## src/ldsm_pkg.sv

```systemverilog
// ----------------------------------------------------------------------------
// ldsm_pkg
// Shared constants, types and helpers for the LED matrix / digit scan mux.
// ----------------------------------------------------------------------------
package ldsm_pkg;

  localparam int MATRIX_ROWS       = 4;
  localparam int DIGIT_COUNT       = 2;
  localparam int DIM_FRAMES        = 8;
  localparam int ROW_SELECT_BASE   = 0;
  localparam int DIGIT_SELECT_BASE = 4;

  localparam int PHASE_COUNT = MATRIX_ROWS + DIGIT_COUNT;
  localparam int PHASE_W     = (PHASE_COUNT > 1) ? $clog2(PHASE_COUNT) : 1;
  localparam int FRAME_W     = $clog2(DIM_FRAMES);

  localparam int FUNC_W    = 2;
  localparam int INDEX_W   = 2;
  localparam int BYTE_W    = 8;
  localparam int ROW_W     = 5;
  localparam int SEL_POS_W = 5;

  localparam logic [ROW_W-1:0] ROW_MASK = 5'h1F;

  typedef enum logic [FUNC_W-1:0] {
    FUNC_TICK       = 2'd0,
    FUNC_SET_BRIGHT = 2'd1,
    FUNC_SET_DIM    = 2'd2,
    FUNC_SET_DIGIT  = 2'd3
  } func_t;

  typedef struct packed {
    func_t              func;
    logic [INDEX_W-1:0] index;
    logic [BYTE_W-1:0]  value;
  } in_item_t;

  typedef struct packed {
    logic [BYTE_W-1:0] bus_value;
    logic [BYTE_W-1:0] select_value;
    logic              last;
  } out_item_t;

  // One-hot select byte; a position off the bus gives zero.
  function automatic logic [BYTE_W-1:0] select_onehot(input logic [SEL_POS_W-1:0] pos);
    logic [BYTE_W-1:0] res;
    for (int i = 0; i < BYTE_W; i++) begin
      res[i] = (pos == SEL_POS_W'(i));
    end
    return res;
  endfunction

endpackage

```

## src/ldsm_if.sv

```systemverilog
// ----------------------------------------------------------------------------
// ldsm_in_if / ldsm_out_if
// Valid/ready channels for scan mux items and results.
// ----------------------------------------------------------------------------
interface ldsm_in_if;
  import ldsm_pkg::*;

  logic               valid;
  logic               ready;
  func_t              func;
  logic [INDEX_W-1:0] index;
  logic [BYTE_W-1:0]  value;

  modport source (output valid, output func, output index, output value, input ready);
  modport sink   (input valid, input func, input index, input value, output ready);
endinterface

interface ldsm_out_if;
  import ldsm_pkg::*;

  logic              valid;
  logic              ready;
  logic [BYTE_W-1:0] bus_value;
  logic [BYTE_W-1:0] select_value;
  logic              last;

  modport source (output valid, output bus_value, output select_value, output last,
                  input ready);
  modport sink   (input valid, input bus_value, input select_value, input last,
                  output ready);
endinterface

```

## src/ldsm_scan_core.sv

```systemverilog
// ----------------------------------------------------------------------------
// ldsm_scan_core
// Row, dim row and digit storage, scan phase and dim frame counters, and the
// drive word for the current phase.
// ----------------------------------------------------------------------------
module ldsm_scan_core (
  input  logic                clk,
  input  logic                rst_n,
  input  logic                take,
  input  ldsm_pkg::in_item_t  item,
  output ldsm_pkg::out_item_t drive
);
  import ldsm_pkg::*;

  logic [ROW_W-1:0]   bright_r [MATRIX_ROWS];
  logic [ROW_W-1:0]   dim_r    [MATRIX_ROWS];
  logic [BYTE_W-1:0]  digit_r  [DIGIT_COUNT];
  logic [PHASE_W-1:0] phase_r, phase_nxt;
  logic [FRAME_W-1:0] frame_r, frame_nxt;
  logic               tick;
  logic [BYTE_W-1:0]  bus;
  logic [SEL_POS_W-1:0] pos;
  logic               pos_hit;

  assign tick = take && (item.func == FUNC_TICK);

  // Advance phase; advance dim frame on phase wrap.
  always_comb begin
    phase_nxt = phase_r;
    frame_nxt = frame_r;
    if (tick) begin
      if (phase_r == PHASE_W'(PHASE_COUNT - 1)) begin
        phase_nxt = '0;
        frame_nxt = (frame_r == FRAME_W'(DIM_FRAMES - 1)) ? '0 : frame_r + 1'b1;
      end else begin
        phase_nxt = phase_r + 1'b1;
      end
    end
  end

  always_ff @(posedge clk) begin
    if (!rst_n) begin
      phase_r <= '0;
      frame_r <= '0;
      for (int i = 0; i < MATRIX_ROWS; i++) begin
        bright_r[i] <= '0;
        dim_r[i]    <= '0;
      end
      for (int d = 0; d < DIGIT_COUNT; d++) begin
        digit_r[d] <= '0;
      end
    end else begin
      phase_r <= phase_nxt;
      frame_r <= frame_nxt;
      if (take) begin
        // Out-of-range indexes match no entry and drop.
        for (int i = 0; i < MATRIX_ROWS; i++) begin
          if (int'(item.index) == i) begin
            if (item.func == FUNC_SET_BRIGHT) bright_r[i] <= item.value[ROW_W-1:0] & ROW_MASK;
            if (item.func == FUNC_SET_DIM)    dim_r[i]    <= item.value[ROW_W-1:0] & ROW_MASK;
          end
        end
        for (int d = 0; d < DIGIT_COUNT; d++) begin
          if (int'(item.index) == d && item.func == FUNC_SET_DIGIT) begin
            digit_r[d] <= item.value;
          end
        end
      end
    end
  end

  // Drive word for the current phase; dim rows light only in frame zero.
  always_comb begin
    bus     = '0;
    pos     = '0;
    pos_hit = 1'b0;
    for (int i = 0; i < MATRIX_ROWS; i++) begin
      if (phase_r == PHASE_W'(i)) begin
        bus     = BYTE_W'(bright_r[i] | ((frame_r == '0) ? dim_r[i] : '0));
        pos     = SEL_POS_W'(ROW_SELECT_BASE + i);
        pos_hit = 1'b1;
      end
    end
    for (int d = 0; d < DIGIT_COUNT; d++) begin
      if (phase_r == PHASE_W'(MATRIX_ROWS + d)) begin
        bus     = digit_r[d];
        pos     = SEL_POS_W'(DIGIT_SELECT_BASE + d);
        pos_hit = 1'b1;
      end
    end
    drive.bus_value    = bus;
    drive.select_value = pos_hit ? select_onehot(pos) : '0;
    drive.last         = 1'b1;
  end

endmodule

```

## src/led_matrix_digit_scan_mux_top.sv

```systemverilog
// ----------------------------------------------------------------------------
// led_matrix_digit_scan_mux_top
// Six-phase multiplexed scanner for LED matrix rows and seven-segment digits
// sharing one drive bus.
//
//   channel  dir  handshake            payload
//   in_ch    in   valid/ready          func, index, value
//   out_ch   out  valid/ready          bus_value, select_value, last
//
// A write item gives no result; one may follow every cycle while the input
// is not stalled. A tick gives a blanking word then a drive word, both from
// the single result port, so no item is taken while the drive word waits.
// The drive word waits in a one-entry holding register behind
// the result register; input stalls only while that register is full or the
// result register is full and not being taken. Reset (synchronous, low)
// clears all stored rows, digits and counters.
// ----------------------------------------------------------------------------
module led_matrix_digit_scan_mux_top (
  input logic       clk,
  input logic       rst_n,
  ldsm_in_if.sink   in_ch,
  ldsm_out_if.source out_ch
);
  import ldsm_pkg::*;

  in_item_t  item;
  out_item_t drive;
  out_item_t out_r;
  out_item_t drv_r;
  logic      out_valid_r, out_valid_nxt;
  logic      drv_valid_r, drv_valid_nxt;
  logic      in_ready;
  logic      in_take;
  logic      tick_take;
  logic      out_free;

  assign item.func  = in_ch.func;
  assign item.index = in_ch.index;
  assign item.value = in_ch.value;

  assign out_free  = !out_valid_r || out_ch.ready;
  assign in_ready  = !drv_valid_r && out_free;
  assign in_take   = in_ch.valid && in_ready;
  assign tick_take = in_take && (in_ch.func == FUNC_TICK);

  ldsm_scan_core u_core (
    .clk   (clk),
    .rst_n (rst_n),
    .take  (in_take),
    .item  (item),
    .drive (drive)
  );

  always_comb begin
    out_valid_nxt = out_valid_r;
    drv_valid_nxt = drv_valid_r;
    if (out_free) begin
      if (drv_valid_r) begin
        out_valid_nxt = 1'b1;
        drv_valid_nxt = 1'b0;
      end else if (tick_take) begin
        out_valid_nxt = 1'b1;
        drv_valid_nxt = 1'b1;
      end else begin
        out_valid_nxt = 1'b0;
      end
    end
  end

  always_ff @(posedge clk) begin
    if (!rst_n) begin
      out_valid_r <= 1'b0;
      drv_valid_r <= 1'b0;
    end else begin
      out_valid_r <= out_valid_nxt;
      drv_valid_r <= drv_valid_nxt;
    end
  end

  // Payload: blank word goes out first, drive word holds behind it.
  always_ff @(posedge clk) begin
    if (out_free) begin
      if (drv_valid_r) begin
        out_r <= drv_r;
      end else if (tick_take) begin
        out_r <= '{bus_value: '0, select_value: '0, last: 1'b0};
        drv_r <= drive;
      end
    end
  end

  assign in_ch.ready         = in_ready;
  assign out_ch.valid        = out_valid_r;
  assign out_ch.bus_value    = out_r.bus_value;
  assign out_ch.select_value = out_r.select_value;
  assign out_ch.last         = out_r.last;

endmodule

```

## src/flat_wrapper.sv

```systemverilog
// flat-port wrapper written by rule: the top's interface ports become plain ports
module led_matrix_digit_scan_mux_top_flat import ldsm_pkg::*;
  (clk, rst_n, in_ch_valid, in_ch_func, in_ch_index, in_ch_value, in_ch_ready, out_ch_valid, out_ch_bus_value, out_ch_select_value, out_ch_last, out_ch_ready);
  ldsm_in_if in_ch_i ();
  ldsm_out_if out_ch_i ();
  input logic clk;
  input logic rst_n;
  input wire logic [$bits(in_ch_i.valid)-1:0] in_ch_valid;
  input wire logic [$bits(in_ch_i.func)-1:0] in_ch_func;
  input wire logic [$bits(in_ch_i.index)-1:0] in_ch_index;
  input wire logic [$bits(in_ch_i.value)-1:0] in_ch_value;
  output wire logic [$bits(in_ch_i.ready)-1:0] in_ch_ready;
  output wire logic [$bits(out_ch_i.valid)-1:0] out_ch_valid;
  output wire logic [$bits(out_ch_i.bus_value)-1:0] out_ch_bus_value;
  output wire logic [$bits(out_ch_i.select_value)-1:0] out_ch_select_value;
  output wire logic [$bits(out_ch_i.last)-1:0] out_ch_last;
  input wire logic [$bits(out_ch_i.ready)-1:0] out_ch_ready;
  assign in_ch_i.valid = in_ch_valid;
  assign in_ch_i.func = in_ch_func;
  assign in_ch_i.index = in_ch_index;
  assign in_ch_i.value = in_ch_value;
  assign in_ch_ready = in_ch_i.ready;
  assign out_ch_valid = out_ch_i.valid;
  assign out_ch_bus_value = out_ch_i.bus_value;
  assign out_ch_select_value = out_ch_i.select_value;
  assign out_ch_last = out_ch_i.last;
  assign out_ch_i.ready = out_ch_ready;
  led_matrix_digit_scan_mux_top u_core (.clk(clk), .rst_n(rst_n), .in_ch(in_ch_i), .out_ch(out_ch_i));
endmodule
```

## config.mk

```make
export PLATFORM = sky130hd
export DESIGN_NAME = led_matrix_digit_scan_mux_top_flat
export DESIGN_NICKNAME = d
export VERILOG_FILES = /design/src/ldsm_pkg.sv /design/src/ldsm_if.sv /design/src/ldsm_scan_core.sv /design/src/led_matrix_digit_scan_mux_top.sv /design/src/flat_wrapper.sv
export SDC_FILE = /design/constraint.sdc
export NUM_CORES = 1
export LEC_CHECK = 0
export ABC_AREA = 0
export BUFFER_PORTS_ARGS = -buffer_cell sky130_fd_sc_hd__buf_2
export CAP_MARGIN = 30
export CORE_MARGIN = 1.5
export CORE_UTILIZATION = 53
export DETAILED_ROUTE_END_ITERATION = 6
export GPL_ROUTABILITY_DRIVEN = 0
export PLACE_DENSITY = 0.74
export SYNTH_ARGS = -nofsm -noshare
export SYNTH_HDL_FRONTEND = slang
export SYNTH_SLANG_ARGS = --single-unit
export TNS_END_PERCENT = 100
```

## constraint.sdc

```tcl
create_clock -name clk -period 2.3 [get_ports clk]
set_input_delay 0.46 -clock clk [delete_from_list [all_inputs] [get_ports clk]]
set_output_delay 0.46 -clock clk [all_outputs]
set_load 0.01 [all_outputs]
```

==> flow_summary_export.csv, run 1 <==
group,metric,value,unit
yosys,synth_area,0.004170,mm2
yosys,synth_top_family_by_area,"simple AND/OR/NAND/NOR gates",
detailed_routing,wl,7314,um
clock_tree,cts_resized,0,
final_layout,drive_gt1_frac,0.1851,
detailed_routing,vias,2462,
critical_path,path_cells,"and2_1 -> ha_1 -> nand3b_1 -> a211o_1 -> a41o_1",
hold_path,min_path_type,"in -> reg",
critical_path,critical_path.max_fanout,13,
critical_path,worst_r2r_path_depth,5,
final_layout,stdcell_count,464,
power,switching_share,0.2148,
final_layout,final_nets,377,
placement,dp_hpwl,5203,um
yosys,yosys_warnings,0,
floorplan,dieArea,0.008410,mm2
clock_tree,cts_tree,"done",
yosys,synth_compound_area_frac,0.07411,
power,finalPower,3431,uW
detailed_routing,drt-initial-drc-count,147,
power,irDropWorstVdd,414.2,uV
yosys,synth.top_cell.area_share,0.6409,
critical_path,critPathArrivalTime,2.25,ns
sta,worstMarginPinSlew,0.7650,ns
final_layout,diodes,0,
placement,dp.cells,448,
floorplan,start_util,0.5425,
yosys,netlist_top_cells_area,"edfxtp_1 (64%), and2_1 (10%), dfxtp_1 (3.8%)",
power,p_sw,737.1,uW
yosys,avgSynthCellArea,13.37,um2
sta,period_share,0.9291,
sta,rsz0062_at_grt,"false",
critical_path,regToRegSetupSlack,0.16,ns
grt,grt_overflow,0,
sta,max_freq,468.0,MHz
sta,fin_tns_setup,0,ns
clock_tree,clkLatencyLatePin,0.37,ns
clock_tree,postCtsHoldBufs,0,
floorplan,core,0.007687,mm2
floorplan,die_h,91.71,um
sta,relSlewSlack,0.4846,
grt,grt_pass1_wl,12010,um
floorplan,fp-row-count,32,
clock_tree,clk_pin_slew,0.10,ns
yosys,syn_inst,312,
placement,port-buffer-count,34,
yosys,ys_seq_elements,97,
floorplan,die_x,91.71,um
detailed_routing,routedWlPerCell,15.76,um
sta,setup_viol,0,
floorplan,ios,35,
detailed_routing,detail-route-antenna-nets,0,
clock_tree,clockBufferDepth,2,
detailed_routing,drc_errors,0,
power,power_frac_seq,0.587,
clock_tree,cts_buffers,9,
grt,grt_max_degree,24,
yosys,synthDistinctLibCells,36,
critical_path,crit_slowest_cell,"dfxtp_1",
critical_path,crit_required,2.42,ns
critical_path,criticalPathCategory,"reg -> reg",
detailed_routing,avgViaCountPerCell,5.306,
power,p_comb_frac,0.058,
yosys,synthSimpleGateAreaFrac,0.1944,
power,cellLeakagePower,0.001722,uW
flow_run,maxCapViolations,0,
clock_tree,cts_sinks,97,
yosys,synthMuxAreaShare,0.01920,
critical_path,critPathMaxStageDelay,0.43,ns
sta,slew_viol_final,0,
grt,track_usage,0.1915,
grt,grt_pass1_vias,2383,
sta,finClkSkew,0.01188,ns
yosys,synth_top_area_cell,"edfxtp_1",
final_layout,syn2layout_area_growth,13.47,%
power,power.density,725.1,mW/mm2
clock_tree,post-cts-setup-buffer-count,0,
yosys,synth_adder_area_share,0.01200,
critical_path,start_kind,"flop",
sta,hold_violations,0,
power,p_int,2694,uW
sta,min_period,2.137,ns
power,pwr-share-clk,0.355,
outcome,status,"finished, final reports clean",
critical_path,critPathCaptureType,"flop",
grt,antenna_found_initial,0,
clock_tree,cts_root_buf,"clkbuf_8",
yosys,synth_xor_area_frac,0.002100,
detailed_routing,dr.pass1.iters,5,
clock_tree,htreeDepth,3,
hold_path,worstHoldPathCells,2,
yosys,yosysSeqAreaShare,0.6793,
[cells by family after synthesis]
| kind of cell | count (synthesis) |
|---|---|
| buffers and inverters | 19 |
| and+or+nand+nor | 138 |
| DFF | 97 |
| muxes | 8 |
| adders and majority gates | 4 |
| AOI/OAI and AO/OA | 44 |
| xor gates and xnor gates | 1 |
| other | 1 |
[cell usage after synthesis (all sizes together)]
cell type	count
nor3	2
buf	3
nor2b	4
o21ai	11
dfxtp	8
or2b	1
o31ai	1
and2b	1
nand3	6
or3b	1
and3b	1
or2	1
xnor2	1
nor2	21
or3	3
nor4	1
nand3b	8
nand2	16
and2	67
conb	1
a41o	5
a2111oi	5
nand4	1
nand4b	1
o22ai	5
inv	7
a211o	5
clkbuf	9
a21boi	7
mux2i	8
nand2b	3
ha	4
a21oi	5
edfxtp	89
[flip-flops by register name (all words and copies together) (netlist names)]
name	cells
u_core.out_ch.select_value	8
u_core.u_core.phase_r	3
u_core.drv_r	16
u_core.u_core.frame_r	3
u_core.u_core.bright_r	20
u_core.u_core.dim_r	20
u_core.out_ch.bus_value	8
u_core.out_ch.valid	1
u_core.u_core.digit_r	16
u_core.drv_valid_r	1
u_core.out_ch.last	1
[placed cells by master, fill, tap and decap left out, types with 5 or more instances in the layout]
master,count
a2111oi_0,5
a211o_1,5
a21oi_1,5
a41o_1,5
and2_1,67
buf_2,34
buf_4,11
clkbuf_8,9
dfxtp_1,8
edfxtp_1,89
inv_1,7
mux2i_1,8
nand2_1,16
nand3_1,6
nand3b_1,8
nor2_1,19
o21ai_0,11
o22ai_1,5
[power groups by stage]
stage,logic (uW),registers [uW],clock network [uW]
2_1_floorplan,110,2050,0
3_3_place_gp,195,2050,0
3_5_place_dp,199,2050,0
4_1_cts,200,2010,1240
5_1_grt,220,2020,1300
6_report,199,2010,1220
[routing by layer]
metal / vias to the layer above / track usage / routed length, um
li1: 1215 / - / -
met4: 0 / 0.09103 / 121
met2: 79 / 0.2998 / 3520
met5: - / 0 / 0
met3: 11 / 0.03897 / 456
met1: 1157 / 0.2582 / 3217
[path summary, 6_finish.rpt]
kind | from | to
setup / recovery | u_core.u_core.phase_r[1]$_SDFFE_PN0P_ | u_core.drv_r[13]$_DFFE_PP_
setup reg to reg | u_core.u_core.phase_r[1]$_SDFFE_PN0P_ | u_core.drv_r[13]$_DFFE_PP_
hold reg to reg | u_core.u_core.frame_r[2]$_SDFFE_PN0P_ | u_core.u_core.frame_r[2]$_SDFFE_PN0P_
hold / removal | in_ch_value[6] | u_core.u_core.digit_r[0][14]$_DFFE_PP_
[through the flow]
step | utilization | worst slack (ns) | hold slack (ns) | cell area [um2]
floorplan | - | 0.09576 | 0.4474 | 4177
global placement | 0.5864 | 0.2730 | 0.4579 | 4508
detailed placement | 0.5864 | 0.2065 | 0.4810 | 4508
CTS | 0.6156 | 0.1920 | 0.3765 | 4732
global route | 0.6156 | 0.01941 | 0.3946 | 4732
finish | 0.6156 | 0.1630 | 0.3832 | 4732
[final cells by class]
type,instances,area (um2)
Tap cell,102,127.6
Clock inverter,6,96.34
Clock buffer,10,127.6
Multi-Input combinational cell,197,1269
Inverter,7,26.28
Fill cell,614,2955
Sequential cell,97,2833
Timing Repair Buffer,45,252.7
[critical path, delay by kind of cell (launching register included)]
kind,cells,cell delay [ns]
flip-flops,1,0.43
AO/OA/AOI/OAI,2,0.59
AND/OR/NAND/NOR,2,0.57
adder cells (fa/ha/maj),1,0.31
Power figures use the tool's default switching activity.
==> run 2, diff against run 1 <==
--- a/config.mk
+++ b/config.mk
@@ -8,11 +8,13 @@
 export ABC_AREA = 0
 export BUFFER_PORTS_ARGS = -buffer_cell sky130_fd_sc_hd__buf_2
 export CAP_MARGIN = 30
+export CORE_ASPECT_RATIO = 1.1
 export CORE_MARGIN = 1.5
-export CORE_UTILIZATION = 53
+export CORE_UTILIZATION = 56
+export CTS_BUF_LIST = sky130_fd_sc_hd__clkbuf_8
 export DETAILED_ROUTE_END_ITERATION = 6
 export GPL_ROUTABILITY_DRIVEN = 0
-export PLACE_DENSITY = 0.74
+export PLACE_DENSITY = 0.83
 export SYNTH_ARGS = -nofsm -noshare
 export SYNTH_HDL_FRONTEND = slang
 export SYNTH_SLANG_ARGS = --single-unit
==> flow_summary_export.csv, run 2 (synthesized netlist as in run 1, its figures left out) <==
group,metric,value,unit
grt,track_usage,0.1945,
outcome,violations,"design-rule violations",
clock_tree,cts_resized,0,
sta,setup_viol,0,
outcome,status,"finished, violations left",
clock_tree,htreeDepth,3,
final_layout,final_nets,378,
power,p_int,2692,uW
power,power.density,726.9,mW/mm2
final_layout,final_cell_mix,"edfxtp_1 (89), and2_1 (67), buf_2 (34), nor2_1 (19), nand2_1 (16)",
critical_path,setup.worst_path.end,"u_core.drv_r[12]$_DFFE_PP_",
clock_tree,clockBufferDepth,2,
floorplan,ios,35,
power,irDropWorstVdd,571.0,uV
final_layout,final_common_cell,"edfxtp_1",
clock_tree,cts_sinks,97,
critical_path,critPathCaptureType,"flop",
power,cellLeakagePower,0.001732,uW
critical_path,regToRegSetupSlack,0.21,ns
critical_path,r2r_end,"u_core.drv_r[12]$_DFFE_PP_",
critical_path,worst_r2r_path_depth,6,
critical_path,r2r_start,"u_core.u_core.frame_r[0]$_SDFFE_PN0P_",
grt,antenna_found_initial,0,
critical_path,cp-startpoint,"u_core.u_core.frame_r[0]$_SDFFE_PN0P_",
final_layout,reg_top3,"u_core.u_core.bright_r (20), u_core.u_core.dim_r (20)",
flow_run,maxCapViolations,0,
floorplan,start_util,0.5851,
critical_path,start_kind,"flop",
clock_tree,postCtsHoldBufs,0,
floorplan,die_x,85.28,um
floorplan,die_h,93.51,um
grt,grt_overflow,0,
detailed_routing,wl,7367,um
detailed_routing,avgViaCountPerCell,5.560,
detailed_routing,drc_errors,5,
final_layout,syn2layout_area_growth,13.17,%
sta,min_period,2.089,ns
power,pwr-share-clk,0.355,
clock_tree,cts_buffers,9,
sta,worstMarginPinSlew,0.7645,ns
grt,grt_pass1_wl,11310,um
sta,slew_viol_final,0,
clock_tree,cts_root_buf,"clkbuf_8",
detailed_routing,drt-initial-drc-count,136,
placement,dp.cells,432,
sta,max_freq,478.6,MHz
sta,rsz0062_at_grt,"false",
detailed_routing,vias,2491,
clock_tree,clk_pin_slew,0.09,ns
placement,place_area,0.004494,mm2
sta,period_share,0.9084,
detailed_routing,routedWlPerCell,16.44,um
floorplan,core,0.007127,mm2
detailed_routing,detail-route-antenna-nets,0,
clock_tree,cts_tree,"done",
final_layout,final_area,0.004720,mm2
power,switching_share,0.2153,
critical_path,crit_required,2.42,ns
critical_path,critical_path.max_fanout,11,
sta,relSlewSlack,0.4898,
critical_path,critPathArrivalTime,2.21,ns
detailed_routing,dr.pass1.iters,7,
floorplan,dieArea,0.007974,mm2
final_layout,diodes,0,
power,power_frac_seq,0.587,
hold_path,min_path_type,"in -> reg",
placement,port-buffer-count,34,
floorplan,fp-row-count,32,
placement,dp_hpwl,5213,um
grt,grt_pass1_vias,2311,
final_layout,stdcell_count,448,
power,p_sw,738.7,uW
sta,hold_violations,0,
sta,finClkSkew,0.008959,ns
grt,grt_max_degree,24,
clock_tree,post-cts-setup-buffer-count,0,
sta,fin_tns_setup,0,ns
critical_path,criticalPathCategory,"reg -> reg",
final_layout,drive_gt1_frac,0.1928,
power,p_comb_frac,0.058,
clock_tree,clkLatencyLatePin,0.36,ns
[run 2: cell types whose count changed in the layout (fill, tap and decap cells not counted)]
| cell | change |
|---|---|
| buf_4 | +1 |
| clkinv_2 | +2 |
| clkinvlp_4 | -1 |
| clkbuf_1 | -1 |
| ha_2 | +1 |
| ha_1 | -1 |
[run 2: stage by stage]
stage / setup slack, ns / total power (uW) / hold slack, ns / util
4_1_cts: 0.1393 / 3439 / 0.3943 / 0.6619
5_1_grt: 0.1031 / 3533 / 0.4016 / 0.6622
2_1_floorplan: 0.09576 / 2165 / 0.4474 / -
3_3_place_gp: 0.2671 / 2243 / 0.4573 / 0.6306
3_5_place_dp: 0.1474 / 2253 / 0.4797 / 0.6306
6_report: 0.2106 / 3431 / 0.3955 / 0.6622
[run 2: critical path, stage by stage, from the launching register on]
cell	delay, ns
dfxtp_1	0.39
inv_1	0.06
ha_1	0.18
nor2b_1	0.23
a2111oi_0	0.57
o22ai_1	0.18
a41o_1	0.24
[run 2: worst min path at each step]
stage / startpoint / end / slack [ns] / cells past startpoint
floorplan: u_core.u_core.frame_r[1]$_SDFFE_PN0P_ / u_core.u_core.frame_r[1]$_SDFFE_PN0P_ / 0.45 / 2
global placement: u_core.u_core.frame_r[1]$_SDFFE_PN0P_ / u_core.u_core.frame_r[1]$_SDFFE_PN0P_ / 0.46 / 2
detailed placement: u_core.u_core.frame_r[1]$_SDFFE_PN0P_ / u_core.u_core.frame_r[1]$_SDFFE_PN0P_ / 0.48 / 2
CTS: in_ch_value[5] / u_core.u_core.digit_r[0][5]$_DFFE_PP_ / 0.39 / 2
global route: in_ch_value[5] / u_core.u_core.digit_r[0][13]$_DFFE_PP_ / 0.40 / 2
finish: in_ch_value[5] / u_core.u_core.digit_r[0][5]$_DFFE_PP_ / 0.40 / 2
[run 2: cell type report]
type	count	area, um2
Sequential cell	97	2833
Fill cell	515	2407
Clock inverter	7	98.84
Clock buffer	9	123.9
Timing Repair Buffer	46	260.3
Multi-Input combinational cell	197	1271
Inverter	7	26.28
Tap cell	85	106.4
[run 2: power by group through the flow]
stage | registers (uW) | logic [uW] | clock network [uW]
final | 2010 | 199 | 1220
after detailed placement | 2050 | 199 | 0
after floorplan | 2050 | 110 | 0
after global routing | 2020 | 216 | 1300
after global placement | 2050 | 192 | 0
after CTS | 2010 | 200 | 1220
[run 2: layer usage]
metal / track usage / routed length (um) / part of all wire
met2: 0.3188 / 3521 / 0.48
met4: 0.09140 / 224 / 0.030
met5: 0 / 0 / 0
met3: 0.05207 / 429 / 0.058
met1: 0.2417 / 3191 / 0.43
